<file path="src/rtl/pdps_pkg.sv">
// ----------------------------------------------------------------------------
// pdps_pkg
// Shared types and constants for the PD position servo with saturation.
// ----------------------------------------------------------------------------
package pdps_pkg;

  localparam int MAG_W   = 62;
  localparam int HALF_W  = 31;
  localparam int SQ_W    = 64;
  localparam int APB_AW  = 6;
  localparam int APB_DW  = 64;
  localparam int GREG_W  = 60;

  localparam logic [MAG_W-1:0] CAP = {MAG_W{1'b1}};

  localparam logic [GREG_W-1:0] PROP_RESET = 60'd450360392234188800;
  localparam logic [GREG_W-1:0] DIFF_RESET = 60'd45036039223418880;
  localparam logic [31:0]       MAXVEL_RESET = 32'd6554;
  localparam logic [31:0]       MAXACC_RESET = 32'd0;
  localparam logic [2:0]        AXSEL_RESET  = 3'd7;

  typedef enum logic [2:0] {
    REG_MODE   = 3'd0,
    REG_PROP   = 3'd1,
    REG_DIFF   = 3'd2,
    REG_MAXVEL = 3'd3,
    REG_MAXACC = 3'd4,
    REG_AXSEL  = 3'd5
  } cfg_reg_e;

  typedef struct packed {
    logic              per_axis;
    logic [GREG_W-1:0] prop_gains;
    logic [GREG_W-1:0] diff_gains;
    logic [31:0]       max_velocity;
    logic [31:0]       max_acceleration;
    logic [2:0]        axis_select;
  } cfg_t;

  typedef logic [MAG_W-1:0] mag_t;
  typedef mag_t [2:0]       mag3_t;

  typedef struct packed {
    logic  en;
    mag3_t a;
    mag_t  lim;
  } side_t;

  typedef struct packed {
    logic [SQ_W-1:0] n;
    logic [SQ_W-1:0] r;
  } rt_t;

  typedef struct packed {
    logic [MAG_W:0]   rem;
    logic [MAG_W-1:0] q;
    logic [MAG_W-1:0] lo;
  } dv_t;

  typedef struct packed {
    logic [2*HALF_W-1:0] p00;
    logic [2*HALF_W-1:0] p01;
    logic [2*HALF_W-1:0] p10;
    logic [2*HALF_W-1:0] p11;
  } pp_t;

  typedef struct packed {
    mag3_t      vm;
    logic [2:0] vneg;
    logic [2:0] dneg;
  } vtag_t;

endpackage

</file>
<file path="src/rtl/pdps_regs.sv">
// ----------------------------------------------------------------------------
// pdps_regs
// APB configuration registers, 64-bit data, register i at byte address 8*i.
// ----------------------------------------------------------------------------
module pdps_regs (
  input  logic                        clk,
  input  logic                        rst,
  input  logic                        psel,
  input  logic                        penable,
  input  logic                        pwrite,
  input  logic [pdps_pkg::APB_AW-1:0] paddr,
  input  logic [pdps_pkg::APB_DW-1:0] pwdata,
  output logic [pdps_pkg::APB_DW-1:0] prdata,
  output logic                        pready,
  output pdps_pkg::cfg_t              cfg
);
  import pdps_pkg::*;

  cfg_reg_e idx;
  logic     wr;

  assign pready = 1'b1;
  assign idx    = cfg_reg_e'(paddr[APB_AW-1:3]);
  assign wr     = psel && penable && pwrite && pready;

  always_ff @(posedge clk) begin
    if (rst) begin
      cfg.per_axis         <= 1'b0;
      cfg.prop_gains       <= PROP_RESET;
      cfg.diff_gains       <= DIFF_RESET;
      cfg.max_velocity     <= MAXVEL_RESET;
      cfg.max_acceleration <= MAXACC_RESET;
      cfg.axis_select      <= AXSEL_RESET;
    end else if (wr) begin
      unique case (idx)
        REG_MODE:   cfg.per_axis         <= pwdata[0];
        REG_PROP:   cfg.prop_gains       <= pwdata[GREG_W-1:0];
        REG_DIFF:   cfg.diff_gains       <= pwdata[GREG_W-1:0];
        REG_MAXVEL: cfg.max_velocity     <= pwdata[31:0];
        REG_MAXACC: cfg.max_acceleration <= pwdata[31:0];
        REG_AXSEL:  cfg.axis_select      <= pwdata[2:0];
        default: ;
      endcase
    end
  end

  always_comb begin
    unique case (idx)
      REG_MODE:   prdata = APB_DW'(cfg.per_axis);
      REG_PROP:   prdata = APB_DW'(cfg.prop_gains);
      REG_DIFF:   prdata = APB_DW'(cfg.diff_gains);
      REG_MAXVEL: prdata = APB_DW'(cfg.max_velocity);
      REG_MAXACC: prdata = APB_DW'(cfg.max_acceleration);
      REG_AXSEL:  prdata = APB_DW'(cfg.axis_select);
      default:    prdata = '0;
    endcase
  end

endmodule

</file>
<file path="config.mk">
export PLATFORM = sky130hd
export DESIGN_NAME = pdps_regs
export DESIGN_NICKNAME = d
export VERILOG_FILES = /design/src/rtl/pdps_pkg.sv /design/src/rtl/pdps_regs.sv
export SDC_FILE = /design/constraint.sdc
export NUM_CORES = 1
export LEC_CHECK = 0
export BUFFER_PORTS_ARGS = -buffer_cell sky130_fd_sc_hd__buf_2
export CAP_MARGIN = 20
export CORE_MARGIN = 2
export CORE_UTILIZATION = 50
export CTS_CLUSTER_DIAMETER = 200
export CTS_CLUSTER_SIZE = 12
export DETAILED_ROUTE_END_ITERATION = 8
export GPL_TIMING_DRIVEN = 0
export PLACE_DENSITY = 0.81
export SYNTH_ARGS = -nofsm -noshare
export SYNTH_HDL_FRONTEND = slang
export SYNTH_SLANG_ARGS = --single-unit
</file>
<file path="constraint.sdc">
create_clock -name clk -period 1.55 [get_ports clk]
set_input_delay 0.155 -clock clk [delete_from_list [all_inputs] [get_ports clk]]
set_output_delay 0.155 -clock clk [all_outputs]
set_load 0.02 [all_outputs]
</file>
==> results.sh <==
export IMPL_run_status="complete, but fails checks"
export IMPL_violations="setup timing"
export IMPL_first_global_vias=7665
export IMPL_cell_chosen_for_the_clock_root="clkbuf_16"
export IMPL_ys_warnings_count=0
export IMPL_detail_route_first_pass_iterations=5
export IMPL_port_buffer_count=314
export IMPL_antenna_found_initial=3
export IMPL_registers_top_by_ff_count="cfg"
export IMPL_final_hold_viol_count=0
export IMPL_globalRouteOverflowTotal=0
export IMPL_post_dp_hpwl_um=22200
export IMPL_postSynthRegisterBits=188
export IMPL_detailroute_wirelength_met2_um=15400
export IMPL_final_period_minus_worst_setup_slack_ns=1.65
export IMPL_max_slew_worst_pin_slew_ns=0.761
export IMPL_clk_pin_slew_ns=0.07
export IMPL_worstSetupEndpointType="primary output"
export IMPL_detail_route_iter0_violations=460
export IMPL_fmaxAchievable_ghz=0.606
export IMPL_area_enclosed_by_the_die_boundary_um2=18800
export IMPL_synth_cell_types=29
export IMPL_largest_reg_flops=188
export IMPL_power_per_cell_area_nw_per_um2=874
export IMPL_class_of_the_most_critical_hold_timing_path="input pin to flip-flop"
export IMPL_r2r_slack_ns=0.85
export IMPL_globalplace_congestion=0.837
export IMPL_avgSynthCellArea_um2=10.1
export IMPL_clock_skew_ns=0
export IMPL_final_max_slew_viol_count=0
export IMPL_die_w_um=137
export IMPL_setup_total_negative_slack_ns=-0.241
export IMPL_timing_max_slew_rel_slack=0.493
export IMPL_highest_net_fanout_along_the_worst_path=11
export IMPL_drive_above_1_share=0.346
export IMPL_required_ns=1.39
export IMPL_routed_via_count=8172
export IMPL_die_height_um=137
export IMPL_nNetsFinal=1313
export IMPL_viasPerCell=5.53
export IMPL_path_class="input pin to primary output"
export IMPL_synth_largest_type_area_fraction=0.426
export IMPL_post_synth_main_area_contributors="dfxtp_1 43%, mux2i_1 25%, nand2b_1 16%"
export IMPL_global_router_s_overall_resource_usage=0.319
export IMPL_initial_utilization=0.511
export IMPL_leakagePower_nw=5.78
export IMPL_avgRoutedWirePerCell_um=21.2
export IMPL_m1WireLength_um=12500
export IMPL_clock_insertion_delay_worst_skew_ns=0.42
export IMPL_highest_signal_layer="met5"
export IMPL_standard_cell_rows=48
export IMPL_rsz0062_at_grt="true"
export IMPL_first_pass_grt_wire_length_um=44400
export IMPL_detail_route_drc_violations=0
export IMPL_crit_path_start_kind="input pin"
export IMPL_area_growth_pct=33.4
export IMPL_timing_critical_path_arrival_ns=1.50
export IMPL_cts_htree_levels=4
export IMPL_cts_sinks=188
export IMPL_tritoncts_clock_tree="built"
export IMPL_finalSetupViolations=5
export IMPL_layout_worst_path_cycle_share=1.07
export IMPL_clock_buffer_count_from_cts=17
export IMPL_floorplan_io_pins=328
export IMPL_grt_max_degree=17
export IMPL_post_synth_instance_area_um2=8840
export IMPL_ant_nets=0
export IMPL_power_ir_vdd_worst_mv=0.743
export IMPL_max_cap_viol_count=0
export IMPL_mostFrequentLayoutCell="buf_2"
export IMPL_post_synth_top_area_cell="dfxtp_1"
export IMPL_mostFrequentLayoutCells="312 x buf_2, 226 x nand2b_1, 219 x mux2i_1"
export IMPL_post_synth_inst_count=876
export IMPL_max_clock_path_buffers=2
export IMPL_layout_core_utilization=0.682
export IMPL_total_length_of_routed_met3_wires_um=2500
export IMPL_biggestRegsByFlops="cfg: 188 flops"
export IMPL_setup_ws_ns=-0.101
export IMPL_routed_wl_um=31300
export IMPL_placeableCoreArea_um2=17300
export IMPL_ys_seq_area_frac=0.426
kinds of logic after synthesis:
family | synth area share
AO/OA/AOI/OAI | 0.0794
multiplexers | 0.252
buffers and inverters | 0.0486
flip-flops | 0.426
AND/OR/NAND/NOR | 0.193
other | 0.000850
per-stage QoR:
step                cells  cell area [um2]  power (mW)  hold slack (ns)  setup slack (ns)
CTS                  1470            11600        10.3         0.000541           -0.0612
global placement     1418            10700        5.94            0.425            -0.487
floorplan             879             8850        5.57            0.310            0.0953
detailed placement   1418            10700        5.95            0.437            -0.505
finish               1477            11800        10.3          0.00977            -0.101
global route         1477            11800        10.6          0.00756            -0.112
what timing repair did:
| action | in CTS | in global routing |
|---|---|---|
| setup endpoints to repair | 60 | 40 |
| gates cloned | 0 | 2 |
| buffers inserted | 6 | 4 |
| hold buffers | 15 | 0 |
| resized for setup | 47 | 37 |
| hold endpoints to repair | 25 | 0 |
| pin swaps | 6 | 5 |
cell type report:
class	instances	area (um2)
Clock buffer	22	454
Fill cell	1418	5510
Clock inverter	9	114
Multi-Input combinational cell	611	4730
Buffer	79	541
Antenna cell	2	5.00
Sequential cell	188	3770
Timing Repair Buffer	341	1900
Tap cell	225	282
cell usage after synthesis:
master     number
a21oi_1         2
a221oi_1        2
a22o_1         28
a22oi_1        30
a2bb2oi_1       2
and2b_1         1
and3_1          1
and3b_1         1
and4b_1         1
buf_2          28
buf_4          15
buf_6           5
clkbuf_1       32
conb_1          2
dfxtp_1       188
mux2_2          2
mux2i_1       220
nand2_1         1
nand2b_1      226
nand3_2         1
nand3b_1        1
nand4_2         1
nor2_1         51
nor2_2          1
nor2b_1         2
nor3b_2         1
o21ai_0         1
o22ai_1        29
or3_1           1
where the power goes:
group,switching (mW),internal [mW]
combinational,0.628,0.455
clock,1.91,2.42
sequential,0.0326,4.86
total,2.57,7.74
worst max-delay path: stages:
cell and delay (ns):
buf_4 0.18, and2b_4 0.40, buf_6 0.22, a22oi_1 0.11, o22ai_1 0.23, buf_4 0.20
metal layers:
metal  global-route usage  vias up
met2                0.546      404
met4                0.130        2
li1                     -     3739
met3               0.0756       60
met5                    0        -
met1                0.384     3967
path summary, 6_finish.rpt:
| kind | startpoint | end | cells past startpoint |
|---|---|---|---|
| max | paddr[5] | prdata[14] | 6 |
| min | pwdata[14] | cfg[141] | 3 |
| max reg2reg | cfg[84] | cfg[84] | 2 |
| min reg2reg | cfg[118] | cfg[118] | 2 |
(Power assumes the default switching activity.)
